$ cat config.mk
export PLATFORM = sky130hd
export DESIGN_NAME = png_stored_rgb_encoder_unit
export DESIGN_NICKNAME = d
export VERILOG_FILES = /design/src/rtl/pngenc_pkg.sv /design/src/rtl/png_stored_rgb_encoder_unit.sv /design/src/rtl/pngenc_sum.sv
export SDC_FILE = /design/constraint.sdc
export NUM_CORES = 1
export LEC_CHECK = 0
export BUFFER_PORTS_ARGS = -buffer_cell sky130_fd_sc_hd__buf_2
export CAP_MARGIN = 10
export CORE_MARGIN = 3
export CORE_UTILIZATION = 39
export DETAILED_ROUTE_END_ITERATION = 7
export MAX_ROUTING_LAYER = met4
export SLEW_MARGIN = 15
export SYNTH_ARGS = -nofsm -noshare
export SYNTH_HDL_FRONTEND = slang
export SYNTH_SLANG_ARGS = --single-unit
$ cat constraint.sdc
create_clock -name clock -period 5.4 [get_ports clock]
set_clock_uncertainty 0.15 [all_clocks]
set_input_delay 0.54 -clock clock [delete_from_list [all_inputs] [get_ports clock]]
set_output_delay 0.54 -clock clock [all_outputs]
set_load 0.01 [all_outputs]
$ cat src/rtl/pngenc_pkg.sv
package pngenc_pkg;

   localparam int unsigned MaxWidth  = 8192;
   localparam int unsigned MaxHeight = 8192;
   localparam logic [16:0] AdlerMod  = 17'd65521;
   localparam logic [31:0] CrcPoly   = 32'hEDB88320;

   localparam logic [0:0] CSR_WIDTH  = 1'b0;
   localparam logic [0:0] CSR_HEIGHT = 1'b1;

   // An emitted byte and whether it feeds the CRC.
   typedef struct packed {
      logic [7:0] data;
      logic       with_crc;
   } byte_type;

   // Controls from the sequencer to the checksum unit.
   typedef struct packed {
      logic       crc_init;
      logic       crc_byte;
      logic [7:0] crc_data;
      logic       adl_init;
      logic       adl_byte;
      logic [7:0] adl_data;
   } sum_ctl_type;

   // Status from the checksum unit.
   typedef struct packed {
      logic        busy;
      logic [31:0] crc;
      logic [31:0] adler;
   } sum_sts_type;

   function automatic logic [7:0] signature_byte(input logic [2:0] idx);
      logic [7:0] b;
      case (idx)
         3'd0: b = 8'h89;
         3'd1: b = 8'h50;
         3'd2: b = 8'h4e;
         3'd3: b = 8'h47;
         3'd4: b = 8'h0d;
         3'd5: b = 8'h0a;
         3'd6: b = 8'h1a;
         default: b = 8'h0a;
      endcase
      return b;
   endfunction

   function automatic logic [7:0] iend_byte(input logic [3:0] idx);
      logic [7:0] b;
      case (idx)
         4'd4: b = 8'h49;
         4'd5: b = 8'h45;
         4'd6: b = 8'h4e;
         4'd7: b = 8'h44;
         4'd8: b = 8'hae;
         4'd9: b = 8'h42;
         4'd10: b = 8'h60;
         4'd11: b = 8'h82;
         default: b = 8'h00;
      endcase
      return b;
   endfunction

endpackage

$ cat src/rtl/png_stored_rgb_encoder_unit.sv
// Streams an 8-bit RGB image in and a complete uncompressed PNG file out.
// Requests on req_ carry one color sample each: red, green, blue per pixel,
// row by row. Each request produces a burst of bytes on rsp_: the first
// request of an image first yields signature, IHDR, IDAT header and zlib
// header; the first sample of a row yields the stored block header and
// filter byte; the last sample yields Adler-32, IDAT CRC and IEND.
// rsp_run_last marks the final byte of a request's burst and rsp_file_end
// the last byte of the file.
// One request is worked on at a time. Every byte that feeds the CRC goes
// through a shared bit-serial CRC unit. The 32-bit IDAT length is formed
// by shift-and-add on the same sequencer.
// csr_ writes set width (index 0) and height (index 1); they are ignored
// while an image is in progress. Reset returns to the file-not-started
// state with width and height of one. A stalled rsp_ holds its byte and
// the sequencer waits.
module png_stored_rgb_encoder_unit (
   input  logic        clock,
   input  logic        reset,
   input  logic        req_valid,
   output logic        req_stall,
   input  logic [7:0]  req_sample,
   output logic        rsp_valid,
   input  logic        rsp_stall,
   output logic [7:0]  rsp_out_byte,
   output logic        rsp_run_last,
   output logic        rsp_file_end,
   input  logic        csr_write,
   input  logic [0:0]  csr_index,
   input  logic [13:0] csr_data
);

   localparam logic [2:0] ST_IDLE = 3'd0;
   localparam logic [2:0] ST_LEN  = 3'd1;
   localparam logic [2:0] ST_EMIT = 3'd2;
   localparam logic [2:0] ST_WAIT = 3'd3;
   localparam logic [2:0] ST_OUT  = 3'd4;

   // Byte phases of a burst.
   localparam logic [2:0] PH_HEAD = 3'd0;
   localparam logic [2:0] PH_ROW  = 3'd1;
   localparam logic [2:0] PH_PIX  = 3'd2;
   localparam logic [2:0] PH_TAIL = 3'd3;

   logic [2:0]  state_ff, state_in;
   logic [2:0]  phase_ff, phase_in;
   logic [5:0]  idx_ff, idx_in;
   logic [13:0] width_reg_ff, width_reg_in;
   logic [13:0] height_reg_ff, height_reg_in;
   logic [13:0] w_ff, w_in;
   logic [13:0] h_ff, h_in;
   logic [12:0] col_ff, col_in;
   logic [12:0] row_ff, row_in;
   logic [1:0]  comp_ff, comp_in;
   logic        started_ff, started_in;
   logic [7:0]  sample_ff, sample_in;
   logic [31:0] len_ff, len_in;
   logic [31:0] crc_hold_ff, crc_hold_in;
   logic [4:0]  mcnt_ff, mcnt_in;
   logic [31:0] mcand_ff, mcand_in;
   logic [7:0]  obyte_ff, obyte_in;
   logic        olast_ff, olast_in;
   logic        oend_ff, oend_in;
   logic        ovalid_ff, ovalid_in;

   pngenc_pkg::sum_ctl_type ctl;
   pngenc_pkg::sum_sts_type sts;
   pngenc_pkg::byte_type    cur;

   pngenc_sum u_sum (.clock(clock), .reset(reset), .ctl(ctl), .sts(sts));

   logic [13:0] w_clamp, h_clamp;
   logic [15:0] blen;
   logic        head_done, row_done, tail_done;

   always_comb begin
      w_clamp = (width_reg_ff == 14'd0) ? 14'd1 :
                (width_reg_ff > 14'(pngenc_pkg::MaxWidth)) ?
                14'(pngenc_pkg::MaxWidth) : width_reg_ff;
      h_clamp = (height_reg_ff == 14'd0) ? 14'd1 :
                (height_reg_ff > 14'(pngenc_pkg::MaxHeight)) ?
                14'(pngenc_pkg::MaxHeight) : height_reg_ff;
      blen = 16'({w_ff, 1'b0} + {2'd0, w_ff}) + 16'd1;
   end

   // Current byte of the burst and whether it feeds the CRC.
   always_comb begin
      cur = '{data: 8'h00, with_crc: 1'b0};
      case (phase_ff)
         PH_HEAD: begin
            if (idx_ff < 6'd8) begin
               cur.data = pngenc_pkg::signature_byte(idx_ff[2:0]);
            end else if (idx_ff < 6'd12) begin
               cur.data = (idx_ff == 6'd11) ? 8'd13 : 8'd0;
            end else if (idx_ff < 6'd29) begin
               cur.with_crc = 1'b1;
               case (idx_ff)
                  6'd12: cur.data = 8'h49;
                  6'd13: cur.data = 8'h48;
                  6'd14: cur.data = 8'h44;
                  6'd15: cur.data = 8'h52;
                  6'd18: cur.data = {2'd0, w_ff[13:8]};
                  6'd19: cur.data = w_ff[7:0];
                  6'd22: cur.data = {2'd0, h_ff[13:8]};
                  6'd23: cur.data = h_ff[7:0];
                  6'd24: cur.data = 8'h08;
                  6'd25: cur.data = 8'h02;
                  default: cur.data = 8'h00;
               endcase
            end else if (idx_ff < 6'd33) begin
               cur.data = crc_hold_ff[8'(6'd32 - idx_ff) * 8 +: 8];
            end else if (idx_ff < 6'd37) begin
               cur.data = len_ff[8'(6'd36 - idx_ff) * 8 +: 8];
            end else begin
               cur.with_crc = 1'b1;
               case (idx_ff)
                  6'd37: cur.data = 8'h49;
                  6'd38: cur.data = 8'h44;
                  6'd39: cur.data = 8'h41;
                  6'd40: cur.data = 8'h54;
                  6'd41: cur.data = 8'h78;
                  default: cur.data = 8'h01;
               endcase
            end
         end
         PH_ROW: begin
            cur.with_crc = 1'b1;
            case (idx_ff[2:0])
               3'd0: cur.data = {7'd0, (14'({1'b0, row_ff}) + 14'd1 == h_ff)};
               3'd1: cur.data = blen[7:0];
               3'd2: cur.data = blen[15:8];
               3'd3: cur.data = ~blen[7:0];
               3'd4: cur.data = ~blen[15:8];
               default: cur.data = 8'h00;
            endcase
         end
         PH_PIX: begin
            cur = '{data: sample_ff, with_crc: 1'b1};
         end
         default: begin
            if (idx_ff < 6'd4) begin
               cur.with_crc = 1'b1;
               cur.data = sts.adler[8'(6'd3 - idx_ff) * 8 +: 8];
            end else if (idx_ff < 6'd8) begin
               cur.data = crc_hold_ff[8'(6'd7 - idx_ff) * 8 +: 8];
            end else begin
               cur.data = pngenc_pkg::iend_byte(4'(idx_ff - 6'd8));
            end
         end
      endcase
   end

   assign head_done = (idx_ff == 6'd42);
   assign row_done  = (idx_ff == 6'd5);
   assign tail_done = (idx_ff == 6'd19);

   always_comb begin
      state_in = state_ff;
      phase_in = phase_ff;
      idx_in = idx_ff;
      width_reg_in = width_reg_ff;
      height_reg_in = height_reg_ff;
      w_in = w_ff;
      h_in = h_ff;
      col_in = col_ff;
      row_in = row_ff;
      comp_in = comp_ff;
      started_in = started_ff;
      sample_in = sample_ff;
      len_in = len_ff;
      crc_hold_in = crc_hold_ff;
      mcnt_in = mcnt_ff;
      mcand_in = mcand_ff;
      obyte_in = obyte_ff;
      olast_in = olast_ff;
      oend_in = oend_ff;
      ovalid_in = ovalid_ff;
      ctl = '0;

      if (ovalid_ff && !rsp_stall) begin
         ovalid_in = 1'b0;
      end

      if (csr_write && !started_ff) begin
         unique case (csr_index)
            pngenc_pkg::CSR_WIDTH:  width_reg_in = csr_data;
            pngenc_pkg::CSR_HEIGHT: height_reg_in = csr_data;
            default: ;
         endcase
      end

      unique case (state_ff)
         ST_IDLE: begin
            if (req_valid) begin
               sample_in = req_sample;
               idx_in = 6'd0;
               if (!started_ff) begin
                  w_in = w_clamp;
                  h_in = h_clamp;
                  started_in = 1'b1;
                  phase_in = PH_HEAD;
                  // idat_len = h * (3w + 6) + 6, built by shift-and-add over h.
                  len_in = 32'd6;
                  mcand_in = 32'({w_clamp, 1'b0} + {2'd0, w_clamp}) + 32'd6;
                  mcnt_in = 5'd0;
                  state_in = ST_LEN;
               end else begin
                  phase_in = (comp_ff == 2'd0 && col_ff == 13'd0) ? PH_ROW : PH_PIX;
                  if (comp_ff == 2'd0 && col_ff == 13'd0) begin
                     ctl.adl_byte = 1'b1;
                     ctl.adl_data = 8'h00;
                  end
                  state_in = ST_WAIT;
               end
            end
         end
         ST_LEN: begin
            if (h_ff[mcnt_ff[3:0]]) begin
               len_in = len_ff + mcand_ff;
            end
            mcand_in = {mcand_ff[30:0], 1'b0};
            mcnt_in = mcnt_ff + 5'd1;
            if (mcnt_ff == 5'd13) begin
               ctl.adl_init = 1'b1;
               ctl.adl_byte = 1'b0;
               state_in = ST_WAIT;
            end
         end
         ST_WAIT: begin
            // Hold until the checksum unit has digested the previous byte.
            if (!sts.busy) begin
               // The IHDR CRC is complete once its last byte is folded in.
               if (phase_ff == PH_HEAD && idx_ff == 6'd29) begin
                  crc_hold_in = sts.crc;
               end
               state_in = ST_EMIT;
            end
         end
         ST_EMIT: begin
            if (!ovalid_ff || !rsp_stall) begin
               ovalid_in = 1'b1;
               obyte_in = cur.data;
               olast_in = 1'b0;
               oend_in = 1'b0;
               ctl.crc_byte = cur.with_crc;
               ctl.crc_data = cur.data;
               // The byte ahead of each chunk type does not feed the CRC, so the
               // CRC can restart alongside it.
               if (phase_ff == PH_HEAD && (idx_ff == 6'd11 || idx_ff == 6'd36)) begin
                  ctl.crc_init = 1'b1;
               end
               idx_in = idx_ff + 6'd1;
               state_in = ST_WAIT;
               case (phase_ff)
                  PH_HEAD: begin
                     if (head_done) begin
                        idx_in = 6'd0;
                        phase_in = (comp_ff == 2'd0 && col_ff == 13'd0) ?
                                   PH_ROW : PH_PIX;
                        if (comp_ff == 2'd0 && col_ff == 13'd0) begin
                           ctl.adl_byte = 1'b1;
                           ctl.adl_data = 8'h00;
                        end
                     end
                  end
                  PH_ROW: begin
                     if (row_done) begin
                        idx_in = 6'd0;
                        phase_in = PH_PIX;
                     end
                  end
                  PH_PIX: begin
                     ctl.adl_byte = 1'b1;
                     ctl.adl_data = sample_ff;
                     if (comp_ff == 2'd2) begin
                        comp_in = 2'd0;
                        if (14'({1'b0, col_ff}) + 14'd1 >= w_ff) begin
                           col_in = 13'd0;
                           if (14'({1'b0, row_ff}) + 14'd1 < h_ff) begin
                              row_in = row_ff + 13'd1;
                           end
                        end else begin
                           col_in = col_ff + 13'd1;
                        end
                     end else begin
                        comp_in = comp_ff + 2'd1;
                     end
                     if (comp_ff == 2'd2 && 14'({1'b0, col_ff}) + 14'd1 >= w_ff &&
                         14'({1'b0, row_ff}) + 14'd1 >= h_ff) begin
                        idx_in = 6'd0;
                        phase_in = PH_TAIL;
                     end else begin
                        olast_in = 1'b1;
                        state_in = ST_IDLE;
                     end
                  end
                  default: begin
                     if (idx_ff == 6'd3) begin
                        state_in = ST_OUT;
                     end
                     if (tail_done) begin
                        olast_in = 1'b1;
                        oend_in = 1'b1;
                        started_in = 1'b0;
                        row_in = 13'd0;
                        col_in = 13'd0;
                        comp_in = 2'd0;
                        ctl.crc_init = 1'b1;
                        ctl.adl_init = 1'b1;
                        state_in = ST_IDLE;
                     end
                  end
               endcase
            end
         end
         ST_OUT: begin
            // Latch the IDAT CRC once the Adler bytes are folded in.
            if (!sts.busy) begin
               crc_hold_in = sts.crc;
               state_in = ST_EMIT;
            end
         end
         default: state_in = ST_IDLE;
      endcase
   end

   always_ff @(posedge clock) begin
      if (reset) begin
         state_ff <= ST_IDLE;
         phase_ff <= PH_HEAD;
         idx_ff <= 6'd0;
         width_reg_ff <= 14'd1;
         height_reg_ff <= 14'd1;
         col_ff <= 13'd0;
         row_ff <= 13'd0;
         comp_ff <= 2'd0;
         started_ff <= 1'b0;
         ovalid_ff <= 1'b0;
      end else begin
         state_ff <= state_in;
         phase_ff <= phase_in;
         idx_ff <= idx_in;
         width_reg_ff <= width_reg_in;
         height_reg_ff <= height_reg_in;
         col_ff <= col_in;
         row_ff <= row_in;
         comp_ff <= comp_in;
         started_ff <= started_in;
         ovalid_ff <= ovalid_in;
      end
   end

   always_ff @(posedge clock) begin
      w_ff <= w_in;
      h_ff <= h_in;
      sample_ff <= sample_in;
      len_ff <= len_in;
      crc_hold_ff <= crc_hold_in;
      mcnt_ff <= mcnt_in;
      mcand_ff <= mcand_in;
      obyte_ff <= obyte_in;
      olast_ff <= olast_in;
      oend_ff <= oend_in;
   end

   assign req_stall = (state_ff != ST_IDLE);
   assign rsp_valid = ovalid_ff;
   assign rsp_out_byte = obyte_ff;
   assign rsp_run_last = olast_ff;
   assign rsp_file_end = oend_ff;

endmodule

$ cat src/rtl/pngenc_sum.sv
module pngenc_sum (
   input  logic                     clock,
   input  logic                     reset,
   input  pngenc_pkg::sum_ctl_type  ctl,
   output pngenc_pkg::sum_sts_type  sts
);

   logic [31:0] crc_ff, crc_in;
   logic [3:0]  bits_ff, bits_in;
   logic [15:0] adl_lo_ff, adl_lo_in;
   logic [15:0] adl_hi_ff, adl_hi_in;
   logic        adl_phase_ff, adl_phase_in;
   logic [16:0] lo_sum, hi_sum;

   // The CRC is shifted one bit a cycle; Adler adds a byte into the low sum, then the low sum into the high sum.
   always_comb begin
      crc_in = crc_ff;
      bits_in = bits_ff;
      adl_lo_in = adl_lo_ff;
      adl_hi_in = adl_hi_ff;
      adl_phase_in = 1'b0;
      lo_sum = {1'b0, adl_lo_ff} + {9'd0, ctl.adl_data};
      hi_sum = {1'b0, adl_hi_ff} + {1'b0, adl_lo_ff};
      if (bits_ff != 4'd0) begin
         crc_in = (crc_ff >> 1) ^ (pngenc_pkg::CrcPoly & {32{crc_ff[0]}});
         bits_in = bits_ff - 4'd1;
      end
      if (ctl.crc_init) begin
         crc_in = 32'hFFFFFFFF;
      end else if (ctl.crc_byte) begin
         crc_in = crc_ff ^ {24'd0, ctl.crc_data};
         bits_in = 4'd8;
      end
      if (adl_phase_ff) begin
         adl_hi_in = (hi_sum >= pngenc_pkg::AdlerMod) ?
                     16'(hi_sum - pngenc_pkg::AdlerMod) : hi_sum[15:0];
      end
      if (ctl.adl_init) begin
         adl_lo_in = 16'd1;
         adl_hi_in = 16'd0;
      end else if (ctl.adl_byte) begin
         adl_lo_in = (lo_sum >= pngenc_pkg::AdlerMod) ?
                     16'(lo_sum - pngenc_pkg::AdlerMod) : lo_sum[15:0];
         adl_phase_in = 1'b1;
      end
   end

   always_ff @(posedge clock) begin
      if (reset) begin
         crc_ff <= 32'hFFFFFFFF;
         bits_ff <= 4'd0;
         adl_lo_ff <= 16'd1;
         adl_hi_ff <= 16'd0;
         adl_phase_ff <= 1'b0;
      end else begin
         crc_ff <= crc_in;
         bits_ff <= bits_in;
         adl_lo_ff <= adl_lo_in;
         adl_hi_ff <= adl_hi_in;
         adl_phase_ff <= adl_phase_in;
      end
   end

   assign sts.busy = (bits_ff != 4'd0) || adl_phase_ff;
   assign sts.crc = crc_ff ^ 32'hFFFFFFFF;
   assign sts.adler = {adl_hi_ff, adl_lo_ff};

endmodule

Word-level counts from Yosys, hierarchy flattened:

Memories as Yosys holds them, arrays and structs flattened.
Cells that the tools add are included.

* register bits: 286
* memories: 1
* memory bits (read-only): 112
* memory bits (writable): 0
* latch bits: 0
* input bits: 28

* eq/ne operators: 53
* reduce and logical (&&, ||, !) cells: 48
* muxes and demuxes: 108
* add/subtract/negate cells: 22
* shift operators: 4
* multipliers: 0
* div/mod/pow operators: 0
* bitwise logic cells: 8
* magnitude comparators: 14

Memory list
* (name not given): depth 16, width 7, rd ports 1, clocked after Yosys merged registers in 0, write ports 0, RTL line pngenc_pkg.sv:51 `case (idx)`

Operators by type and width (count)
* $mux 32: 10
* $pmux 32 s2: 3
* $shiftx 32x12->8: 4
* $pmux 8 s10: 1
* $mux 13: 6
* $pmux 13 s2: 2
* $mux 8: 6
* $pmux 8 s6: 1
* $mux 9: 5
* $eq 6x5->1 const B: 7
* $eq 6x6->1 const B: 7
* $mux 14: 3
* $pmux 8 s5: 1
* $pmux 7 s5: 1
* $ge 17x16->1 const B: 2
* $mux 3: 11
* $add 15x14->16: 2
* $add 32x32->32: 1
* $mux 16: 2
* $not 32->32: 1
* $sub 16x16->16 const B: 2
* $xor 31x32->32: 1
* $xor 32x8->32: 1
* $eq 6x4->1 const B: 5
* 72 further kinds: 172

Logic depth before layout (Yosys ltp):

Gate-level depths: netlist of run 1.

* depth in word-level cells: 13
* gate-level depth with buffers: 19
* mapped depth without buffers: 19

Cells and area by module:

From an unflattened synthesis of run 1, not the netlist that was laid out.

* cells, all modules: 2219
* area total of the unflattened synthesis: 20049.2 um2

By module, submodules not included
* png_stored_rgb_encoder_unit: instances 1, sequential area each 5795.6 um2, cells each 1558, area an instance 14999.4 um2
* pngenc_sum: instances 1, sequential area each 1381.3 um2, cells each 661, area an instance 5049.8 um2

Worst setup path before layout of run 1:

OpenSTA, ideal clock, no wires.

* path kind: register to register
* from: reg state_ff[1]
* to: reg u_sum.adl_lo_ff[5]
* setup slack: 0.760 ns
* clock period less this slack: 4.640 ns
* buffers on the path: 1
* cell stages (with the launch flop): 18
* arrival: 4.405 ns
* path through: dfxtp_1 inv_1 nor3_1 nand2_1 inv_1 clkbuf_1 and3_1 ha_1 a211oi_1 o21ai_0 a21boi_0 nor2_1 o311ai_0 nand4_1 a21oi_1 nor2b_1 xnor2_1 a211oi_1

* word-level cells in the longest chain between the ends: 5
* elaborated cells on any way between the ends: 11
* classes of those cells: add/sub (2); order compare (1); eq/ne (2); mux (4); reduce/logical (2)

Ends and longest elaborated chain
* from (decl): RTL line png_stored_rgb_encoder_unit.sv:44 `logic [2:0] state_ff, state_in;`
* from (signal assigned): RTL line png_stored_rgb_encoder_unit.sv:339 `state_ff <= state_in;`
* $eq 3x2->1 / $logic_not 3->1 (equally long branches): RTL line png_stored_rgb_encoder_unit.sv:191 `unique case (state_ff)`
* $pmux 8 s2: RTL line png_stored_rgb_encoder_unit.sv:191
* $add 16x8->17: RTL line pngenc_sum.sv:22 `lo_sum = {1'b0, adl_lo_ff} + {9'd0, ctl.adl_data};`
* $sub 16x16->16 / $ge 17x16->1 (equally long branches): RTL line pngenc_sum.sv:43, pngenc_sum.sv:42
* $mux 16: RTL line pngenc_sum.sv:42 `adl_lo_in = (lo_sum >= pngenc_pkg::AdlerMod) ?`
* to (signal assigned): RTL line pngenc_sum.sv:58 `adl_lo_ff <= adl_lo_in;`
* to (decl): RTL line pngenc_sum.sv:10 `logic [15:0] adl_lo_ff, adl_lo_in;`

Several ways; a longest one is shown, not always the timed one.
A chain may end at the register's enable or synchronous reset.

Final worst setup path of run 1:

Ends and elaborated chain as after synthesis.

==> results of run 1 <==
-- power breakdown --
part	internal, W	switching [W]	total (W)	leakage (nW)
Combinational	0.00168	0.00249	0.00417	5.86
Sequential	0.00304	0.000457	0.00350	2.54
Clock	0.00144	0.000949	0.00239	0.571
-- stage by stage --
| stage | hold WS (ns) | util [%] |
|---|---|---|
| 5_1_grt | 0.0135 | 44.1 |
| 6_report | 0.0336 | 44.1 |
| 3_5_place_dp | 0.315 | 41.7 |
| 4_1_cts | 0.00158 | 44.1 |
| 3_3_place_gp | 0.308 | 41.7 |
| 2_1_floorplan | 0.294 | - |
-- kinds of logic (layout without fill, tap and decap cells) --
logic type | Yosys count | count (layout) | synth area share [%]
simple gates | 707 | 707 | 17.7
compound gates | 619 | 619 | 20.8
flops | 285 | 285 | 36.3
buf+inv | 232 | 264 | 4.46
fa+ha+maj | 156 | 156 | 10.1
xor+xnor | 114 | 114 | 5.08
mux | 67 | 67 | 5.65
other cells | 0 | 1 | 0
-- layer usage --
layer	vias up	wire length, um	GRT usage (%)
met4	0	1750	6.95
met1	8061	25900	28.7
met3	101	3320	3.29
li1	8094	-	-
met2	552	24900	32.0
met5	-	0	-
-- registers in the layout (all words and copies together), names as in the netlist, 16 cells and up --
signal	flops
mcand_ff	32
len_ff	32
u_sum.crc_ff	32
crc_hold_ff	32
u_sum.adl_lo_ff	16
u_sum.adl_hi_ff	16
-- final cells by class --
type | count | share of cell area [%]
multi-input cells | 1663 | 53.7
flip-flops and latches | 285 | 32.9
clock buffers | 52 | 4.77
well taps | 664 | 3.80
inverters | 128 | 2.20
repair buffers | 72 | 2.05
clock inverters | 12 | 0.601
diodes | 1 | 0.0115
-- final timing paths --
check / from / end / slack [ns] / cells after the start
max: state_ff[1] / u_sum.adl_lo_ff[5] / 0.51 / 17
min: req_sample[1] / sample_ff[1] / 0.03 / 1
max reg2reg: state_ff[1] / u_sum.adl_lo_ff[5] / 0.51 / 17
min reg2reg: width_reg_ff[4] / width_reg_ff[4] / 0.32 / 2
-- synthesized netlist by cell type, types with 8 or more instances --
| cell | count |
|---|---|
| a21oi_1 | 171 |
| nor4_1 | 13 |
| or4_1 | 8 |
| xor2_1 | 58 |
| a311oi_1 | 13 |
| inv_1 | 127 |
| a21boi_0 | 9 |
| ha_1 | 151 |
| xnor2_1 | 55 |
| a211oi_1 | 27 |
| edfxtp_1 | 147 |
| a22oi_1 | 21 |
| or3_1 | 15 |
| nand2_1 | 204 |
| nand4_1 | 16 |
| and2_1 | 15 |
| nand2b_1 | 19 |
| o21a_1 | 30 |
| a31oi_1 | 24 |
| nand3_1 | 57 |
| o21ai_0 | 115 |
| nor2b_1 | 44 |
| a221oi_1 | 16 |
| mux4_2 | 35 |
| nor2_1 | 160 |
| a21o_1 | 52 |
| and3_1 | 57 |
| nor3_1 | 49 |
| o211ai_1 | 40 |
| o31ai_1 | 8 |
| or2_2 | 11 |
| dfxtp_1 | 138 |
| mux2i_1 | 25 |
| clkbuf_1 | 93 |
-- repair_timing --
action,4_1_cts,5_1_grt
buffers inserted,0,0
endpoints found under the hold margin,2,0
hold buffers,2,0
==> flow_summary.json, run 1 <==
{
  "hold_path_class": "in2reg",
  "die_h_um": 231,
  "async_reset_ff_share_pct": 0,
  "most-common-layout-cells": "204 x nand2_1, 170 x a21oi_1, 159 x nor2_1",
  "cts_tree": "built",
  "cts_sinks": 285,
  "leakage_nw": 8.97,
  "syn_avg_cell_area_um2": 9.08,
  "setup_viol": 0,
  "cts_buffers": 35,
  "drt_iter0_markers": 1465,
  "place.gp.congestion": 0.914,
  "slew_viol_final": 0,
  "track_usage_pct": 21.0,
  "synth_top_area_share_pct": 22.3,
  "io_pins": 40,
  "synth.area.top_cells": "edfxtp_1 22%, dfxtp_1 14%, ha_1 9.5%",
  "regArea_mm2": 0.00718,
  "total_power_w": 0.0101,
  "critical_path_required_ns": 5.71,
  "yosys_most_used_dff": "edfxtp_1",
  "tns_ns": 0,
  "irDropWorstVdd_uv": 358,
  "synth_warnings": 0,
  "postRouteAntennaNets": 0,
  "grt_max_degree": 71,
  "die_x_um": 231,
  "p_per_area_mw_per_mm2": 461,
  "setup_ws_ns": 0.507,
  "synth_cells": 2180,
  "finalCritPeriodShare_pct": 90.6,
  "vias": 16800,
  "initial_core_util_pct": 39.9,
  "multi_input_area_mm2": 0.0117,
  "worst-path-buf-inv": 3,
  "die_area_mm2": 0.0535,
  "final_common_cell": "nand2_1",
  "stdcell_count": 2877,
  "nFillCells": 4777,
  "synth_seq_cells": 285,
  "cts_max_path_buffers": 3,
  "max_slew.worst_pin.slew_ns": 0.963,
  "yosysTopAreaCell": "edfxtp_1",
  "wl_per_cell_um": 19.4,
  "cp_cell_sequence": "inv_1 -> nor3_1 -> buf_4 -> nand2_1 -> inv_1 -> and3_1 -> ha_1 -> a211oi_1 -> o21ai_0 -> a21boi_0 -> nor2_1 -> o311ai_0 -> nand4_1 -> a21oi_1 -> nor2b_1 -> xnor2_1 -> a211oi_1",
  "final_hold_viol_count": 0,
  "synth_nets": 2364,
  "ys_types": 93,
  "post_cts_resize_count": 0,
  "core_mm2": 0.0496,
  "rsz0062_at_grt": "false",
  "startpoint_type": "flip-flop",
  "htree_levels": 2,
  "status": "finished, final reports clean",
  "drc_errors": 0,
  "slew_headroom_pct": 35.5,
  "overflow": 0,
  "placed_cell_area_mm2": 0.0207,
  "path_max_fanout": 9,
  "clock.fmax_mhz": 204,
  "wl_mm": 55.9,
  "final.min_clock_period_ns": 4.89,
  "grt_pass1_wl_mm": 87.9,
  "synthesis.area_mm2": 0.0198,
  "worstPathArrival_ns": 5.21,
  "dpl.cell_count": 2810,
  "area_growth_pct": 10.4,
  "ys_seq_area_share_pct": 36.3,
  "path_delay_family": "compound AO/OA/AOI/OAI gates",
  "max_stage_delay_ns": 0.55,
  "final_cell_area_mm2": 0.0218,
  "dp_slack_ns": 0.627,
  "cap_violations": 0,
  "synth_edf_count": 147,
  "dr.pass1.iters": 5,
  "nets": 2369,
  "cts.root.buffer_cell": "clkbuf_16",
  "drive_gt1_share_pct": 9.40,
  "antenna_found_initial": 2,
  "end_kind": "flip-flop",
  "io_buffers": 39,
  "critPathSlowestCell": "o311ai_0",
  "cts.clk_slew.worst_paths_ns": 0.06,
  "dp.final_hpwl_mm": 41.6,
  "clk_latency_ns": 0.55,
  "num_rows": 81,
  "vias_per_cell": 5.84,
  "grt_pass1_vias": 16000,
  "critical_path_class": "reg2reg"
}
(Power assumes the default switching activity.)
==> run 2: changes to the inputs <==
CORE_ASPECT_RATIO = 1.2   (was unset)
CTS_CLUSTER_DIAMETER = 50   (was unset)
==> run 2 against run 1 <==
Effect of this change:
- count of clock-buffer cells in the layout decreased by 6
- setup slack better by 0.12 ns
- sequential power barely moved
- design area is 1.4% higher
- flip-flop and latch count unchanged
==> flow_summary.json, run 2 (same netlist as run 1, synthesis figures left out) <==
{
  "wl_mm": 56.5,
  "die_h_um": 253,
  "io_buffers": 39,
  "initial_core_util_pct": 39.8,
  "max_slew.worst_pin.slew_ns": 1.04,
  "cts_buffers": 40,
  "leakage_nw": 9.13,
  "critical_path_required_ns": 5.73,
  "io_pins": 40,
  "irDropWorstVdd_uv": 312,
  "final_hold_viol_count": 0,
  "hold_path_class": "in2reg",
  "postRouteAntennaNets": 0,
  "slew_viol_final": 0,
  "tns_ns": 0,
  "r2r_cells": 17,
  "end_kind": "flip-flop",
  "vias_per_cell": 5.87,
  "rrSetupSlack_ns": 0.62,
  "timing.rr.start": "state_ff[1]",
  "p_sw_w": 0.00406,
  "rsz0062_at_grt": "false",
  "antenna_found_initial": 0,
  "wl_per_cell_um": 19.7,
  "final.min_clock_period_ns": 4.78,
  "dp_slack_ns": 0.483,
  "grt_max_degree": 71,
  "post-cts-setup-buffers": 0,
  "switching_share_pct": 38.4,
  "power_frac_seq_pct": 33.1,
  "startpoint_type": "flip-flop",
  "place.gp.congestion": 0.958,
  "drt_iter0_markers": 1381,
  "nFillCells": 4819,
  "num_rows": 89,
  "nets": 2378,
  "dr.pass1.iters": 7,
  "cap_violations": 0,
  "critical_path_class": "reg2reg",
  "core_mm2": 0.0497,
  "cts_sinks": 285,
  "final_common_cell": "nand2_1",
  "internal_power_w": 0.00650,
  "vias": 16800,
  "most-common-layout-cells": "204 x nand2_1, 170 x a21oi_1, 159 x nor2_1",
  "drc_errors": 0,
  "path_max_fanout": 14,
  "clock.fmax_mhz": 209,
  "dp.final_hpwl_mm": 41.8,
  "overflow": 0,
  "setup_viol": 0,
  "cp-endpoint": "u_sum.adl_lo_ff[5]",
  "p_per_area_mw_per_mm2": 476,
  "cts.root.buffer_cell": "clkbuf_16",
  "status": "finished, final reports clean",
  "finalCritPeriodShare_pct": 88.4,
  "diodes": 0,
  "die_x_um": 212,
  "worst_hold_slack_ns": 0.0678,
  "power_frac_clock_pct": 27.2,
  "grt_pass1_vias": 16400,
  "cts_max_path_buffers": 3,
  "clk_latency_ns": 0.57,
  "r2r_end": "u_sum.adl_lo_ff[5]",
  "die_area_mm2": 0.0535,
  "area_growth_pct": 12.0,
  "startpoint": "state_ff[1]",
  "cts_tree": "built",
  "track_usage_pct": 21.5,
  "share_comb_of_total_power_pct": 39.7,
  "cts.clk_slew.worst_paths_ns": 0.06,
  "slew_headroom_pct": 29.8,
  "drive_gt1_share_pct": 10.2,
  "worstPathArrival_ns": 5.11,
  "htree_levels": 2,
  "grt_pass1_wl_mm": 89.8,
  "setup_ws_ns": 0.624
}
==> run 2: cell count changes in the layout (fill, tap and decap cells not counted), sizes merged <==
cell / delta
clkbuf: -6
clkinvlp: +3
inv: +6
buf: -2
diode: -1
clkinv: +4
bufinv: +3
dlygate4sd3: +6
==> run 2: layer usage <==
| metal | share of wire (%) | global-route usage (%) | wire length, um | vias to the layer above |
|---|---|---|---|---|
| li1 | - | - | - | 8101 |
| met1 | 43 | 27.1 | 24500 | 8105 |
| met2 | 48 | 35.0 | 27000 | 453 |
| met3 | 4.7 | 2.41 | 2670 | 149 |
| met4 | 4.2 | 9.44 | 2350 | 0 |
| met5 | 0 | - | 0 | - |
==> run 2: metrics by stage <==
| stage | utilization, % | cells | area, um2 | total power (W) |
|---|---|---|---|---|
| final | 44.6 | 2863 | 22200 | 0.0106 |
| after global routing | 44.6 | 2863 | 22200 | 0.0112 |
| after CTS | 44.6 | 2863 | 22200 | 0.0106 |
| after detailed placement | 41.5 | 2781 | 20600 | 0.00768 |
| after global placement | 41.5 | 2781 | 20600 | 0.00759 |
| after floorplan | - | 2180 | 19800 | 0.00652 |
==> run 2: final cells by class <==
class	instances	area (um2)	share of cell area, %
Clock buffer	46	1130	5.09
Inverter	128	480	2.17
Timing Repair Buffer	76	493	2.22
Clock inverter	28	339	1.53
Multi-Input combinational cell	1663	11700	53.0
Sequential cell	285	7180	32.4
Tap cell	637	797	3.60
==> run 2: power by group through the flow <==
stage / logic [W] / registers [W] / clock network [W]
3_3_place_gp: 0.00406 / 0.00353 / 0
5_1_grt: 0.00467 / 0.00355 / 0.00301
3_5_place_dp: 0.00415 / 0.00354 / 0
6_report: 0.00419 / 0.00349 / 0.00287
4_1_cts: 0.00418 / 0.00349 / 0.00293
2_1_floorplan: 0.00321 / 0.00331 / 0
==> run 2: how the worst min path moves through the flow <==
stage | startpoint | endpoint | slack (ns) | depth (start not counted)
6_report | csr_data[2] | height_reg_ff[2] | 0.07 | 3
5_1_grt | csr_data[13] | height_reg_ff[13] | 0.06 | 3
4_1_cts | csr_data[2] | height_reg_ff[2] | 0.04 | 3
3_5_place_dp | u_sum.crc_ff[18] | crc_hold_ff[18] | 0.31 | 1
3_3_place_gp | u_sum.crc_ff[13] | crc_hold_ff[13] | 0.31 | 1
2_1_floorplan | height_reg_ff[3] | height_reg_ff[3] | 0.29 | 2
==> run 2: what timing repair did <==
item | 4_1_cts | 5_1_grt
endpoints found under the setup margin | 0 | 14
endpoints found under the hold margin | 8 | 0
resized for setup | 0 | 2
hold buffers | 8 | 0
==> run 2: worst max-delay path: stages, from the launching register on <==
cell	delay, ns
dfxtp_1	0.44
inv_1	0.12
nor3_2	0.27
nand2_1	0.26
inv_1	0.19
buf_4	0.21
and3_1	0.17
ha_1	0.22
o21ai_0	0.15
o21ai_0	0.39
a21boi_1	0.21
nor4b_1	0.55
mux2i_1	0.26
nand4_1	0.26
a21oi_1	0.34
nor2b_1	0.20
xnor2_1	0.08
a211oi_1	0.22
==> run 3: changes to the inputs <==
SKIP_LAST_GASP = 1   (was unset)
SYNTH_HIERARCHICAL = 1   (was unset)
==> run 3 against run 2 <==
Effect of this change:
- sequential power decreased by 2%
- first-iteration DRC count down 17%
- power decreased by 3.0%
- non-clock buffer count fell by 9
- global-route usage fell by 0.22 points
- area after synthesis grew 1.3%
- fmax is 0.79% lower
- highest routed layer unchanged
==> flow_summary.json, run 3 <==
{
  "async_reset_ff_share_pct": 0,
  "dr.pass1.iters": 5,
  "final_hold_viol_count": 0,
  "cts_buffers": 42,
  "nFillCells": 4885,
  "io_pins": 40,
  "synth_warnings": 6,
  "area_growth_pct": 10.8,
  "setup_ws_ns": 0.586,
  "finalCritPeriodShare_pct": 89.1,
  "cap_violations": 0,
  "core_mm2": 0.0506,
  "slew_headroom_pct": 22.3,
  "startpoint_type": "flip-flop",
  "status": "finished, final reports clean",
  "cts_tree": "built",
  "yosysTopAreaCell": "edfxtp_1",
  "synth_nets": 2403,
  "critical_path_class": "reg2reg",
  "vias": 17100,
  "clk_latency_ns": 0.56,
  "wl_per_cell_um": 19.6,
  "hold_depth": 1,
  "post-cts-setup-buffers": 0,
  "initial_core_util_pct": 39.7,
  "rsz0062_at_grt": "false",
  "crit_cells": 17,
  "critPathSlowestCell": "dfxtp_1",
  "cts_hold_buf": 0,
  "dr_wl_met3_mm": 2.87,
  "postRouteAntennaNets": 0,
  "synth_cells": 2219,
  "grt_pass1_wl_mm": 89.4,
  "place.gp.congestion": 0.961,
  "drt_iter0_markers": 1146,
  "total_power_w": 0.0102,
  "final_common_cell": "nand2_1",
  "cts_max_path_buffers": 3,
  "p_per_area_mw_per_mm2": 461,
  "htree_levels": 2,
  "cp_cell_sequence": "nor3b_4 -> buf_4 -> nand2_2 -> inv_1 -> and3_1 -> ha_1 -> fa_1 -> a211oi_1 -> nor2_1 -> o21ai_0 -> xnor2_1 -> nand4b_1 -> o41ai_1 -> buf_4 -> nand2_1 -> o31ai_1 -> o21ai_0",
  "setup_viol": 0,
  "dr_wl_met2_mm": 26.8,
  "yosysMostFrequentCell": "nand2_1",
  "syn_avg_cell_area_um2": 9.04,
  "nets": 2404,
  "yosys-top-cells-count": "221 x nand2_1, 206 x a21oi_1, 151 x ha_1",
  "hold_path_class": "in2reg",
  "cts.root.buffer_cell": "clkbuf_16",
  "worst-path-buf-inv": 3,
  "most-common-layout-cells": "220 x nand2_1, 205 x a21oi_1, 151 x ha_1",
  "synth.area.top_cells": "edfxtp_1 22%, dfxtp_1 14%, ha_1 9.4%",
  "cts.clk_slew.worst_paths_ns": 0.06,
  "die_area_mm2": 0.0542,
  "drive_gt1_share_pct": 9.77,
  "path_max_fanout": 12,
  "io_buffers": 39,
  "drc_errors": 0,
  "grt_pass1_vias": 16300,
  "max_stage_delay_ns": 0.54,
  "synthesis.area_mm2": 0.0200,
  "leakage_nw": 8.95,
  "r2r_cells": 17,
  "critical_path_required_ns": 5.65,
  "post_cts_resize_count": 0,
  "wl_mm": 56.8,
  "track_usage_pct": 21.3,
  "antenna_found_initial": 2,
  "max_slew.worst_pin.slew_ns": 1.16,
  "end_kind": "flip-flop",
  "grt_max_degree": 80,
  "vias_per_cell": 5.89,
  "path_delay_family": "compound AO/OA/AOI/OAI gates",
  "placed_cell_area_mm2": 0.0208,
  "dp.final_hpwl_mm": 42.1,
  "irDropWorstVdd_uv": 320,
  "cts_sinks": 285,
  "die_h_um": 254,
  "tns_ns": 0,
  "ys_types": 100,
  "synth_seq_cells": 285,
  "synth_edf_count": 147,
  "clock.fmax_mhz": 208,
  "num_rows": 90,
  "final_util_pct": 43.9,
  "dp_slack_ns": 0.682,
  "yosys_most_used_dff": "edfxtp_1",
  "die_x_um": 213,
  "final_cell_area_mm2": 0.0222,
  "worstPathArrival_ns": 5.06,
  "slew_viol_final": 0,
  "final.min_clock_period_ns": 4.81,
  "ys_seq_area_share_pct": 35.8,
  "wl_met1_mm": 24.9,
  "synth_top_area_share_pct": 22.0,
  "overflow": 0,
  "dr.max_layer_used": "met4"
}
run 3: cell count changes after synthesis, sizes merged, moves of 13 or more:
cell | before | now
nand3b | 7 | 24
nand3 | 58 | 73
a211oi | 31 | 18
nor2 | 160 | 138
xor2 | 59 | 44
a21o | 52 | 33
nand4 | 16 | 35
buf | 11 | 25
nand2 | 204 | 222
a21oi | 172 | 206
o21a | 31 | 14
run 3: kinds of logic after synthesis:
family / count (synthesis) / share of synthesized area, %
compound gates: 596 / 19.7
xor+xnor: 107 / 4.67
fa+ha+maj: 156 / 9.92
buf+inv: 238 / 4.72
flops: 285 / 35.8
mux: 69 / 5.72
simple gates: 768 / 19.5
run 3: final cells by class:
type | instances | area [um2] | share of cell area (%)
flip-flops and latches | 285 | 7180 | 32.3
inverters | 128 | 480 | 2.16
multi-input cells | 1696 | 11900 | 53.8
repair buffers | 67 | 405 | 1.82
clock inverters | 23 | 224 | 1.01
diodes | 2 | 5.00 | 0.0225
clock buffers | 53 | 1170 | 5.29
well taps | 644 | 806 | 3.63
run 3: power breakdown:
group | total, W | switching (W) | internal, W | leakage, nW
clock network | 0.00274 | 0.00108 | 0.00166 | 0.693
logic | 0.00408 | 0.00244 | 0.00164 | 5.72
registers | 0.00342 | 0.000458 | 0.00296 | 2.53
run 3: path summary, 6_finish.rpt:
check                              to              from  slack [ns]
setup / recovery  u_sum/adl_lo_ff[10]       state_ff[2]        0.59
hold / removal           sample_ff[4]     req_sample[4]        0.05
setup reg to reg  u_sum/adl_lo_ff[10]       state_ff[2]        0.59
hold reg to reg      width_reg_ff[10]  width_reg_ff[10]        0.32
run 3: layer usage:
metal  track usage (%)  vias up
met5                 -        -
met4              8.02        0
met3              2.92      130
met2              34.1      452
met1              27.4     8239
li1                  -     8260
run 3: per-stage QoR:
step | hold slack (ns) | cells
floorplan | 0.291 | 2219
global placement | 0.307 | 2820
detailed placement | 0.309 | 2820
CTS | 0.0177 | 2896
global route | 0.0263 | 2898
finish | 0.0466 | 2898
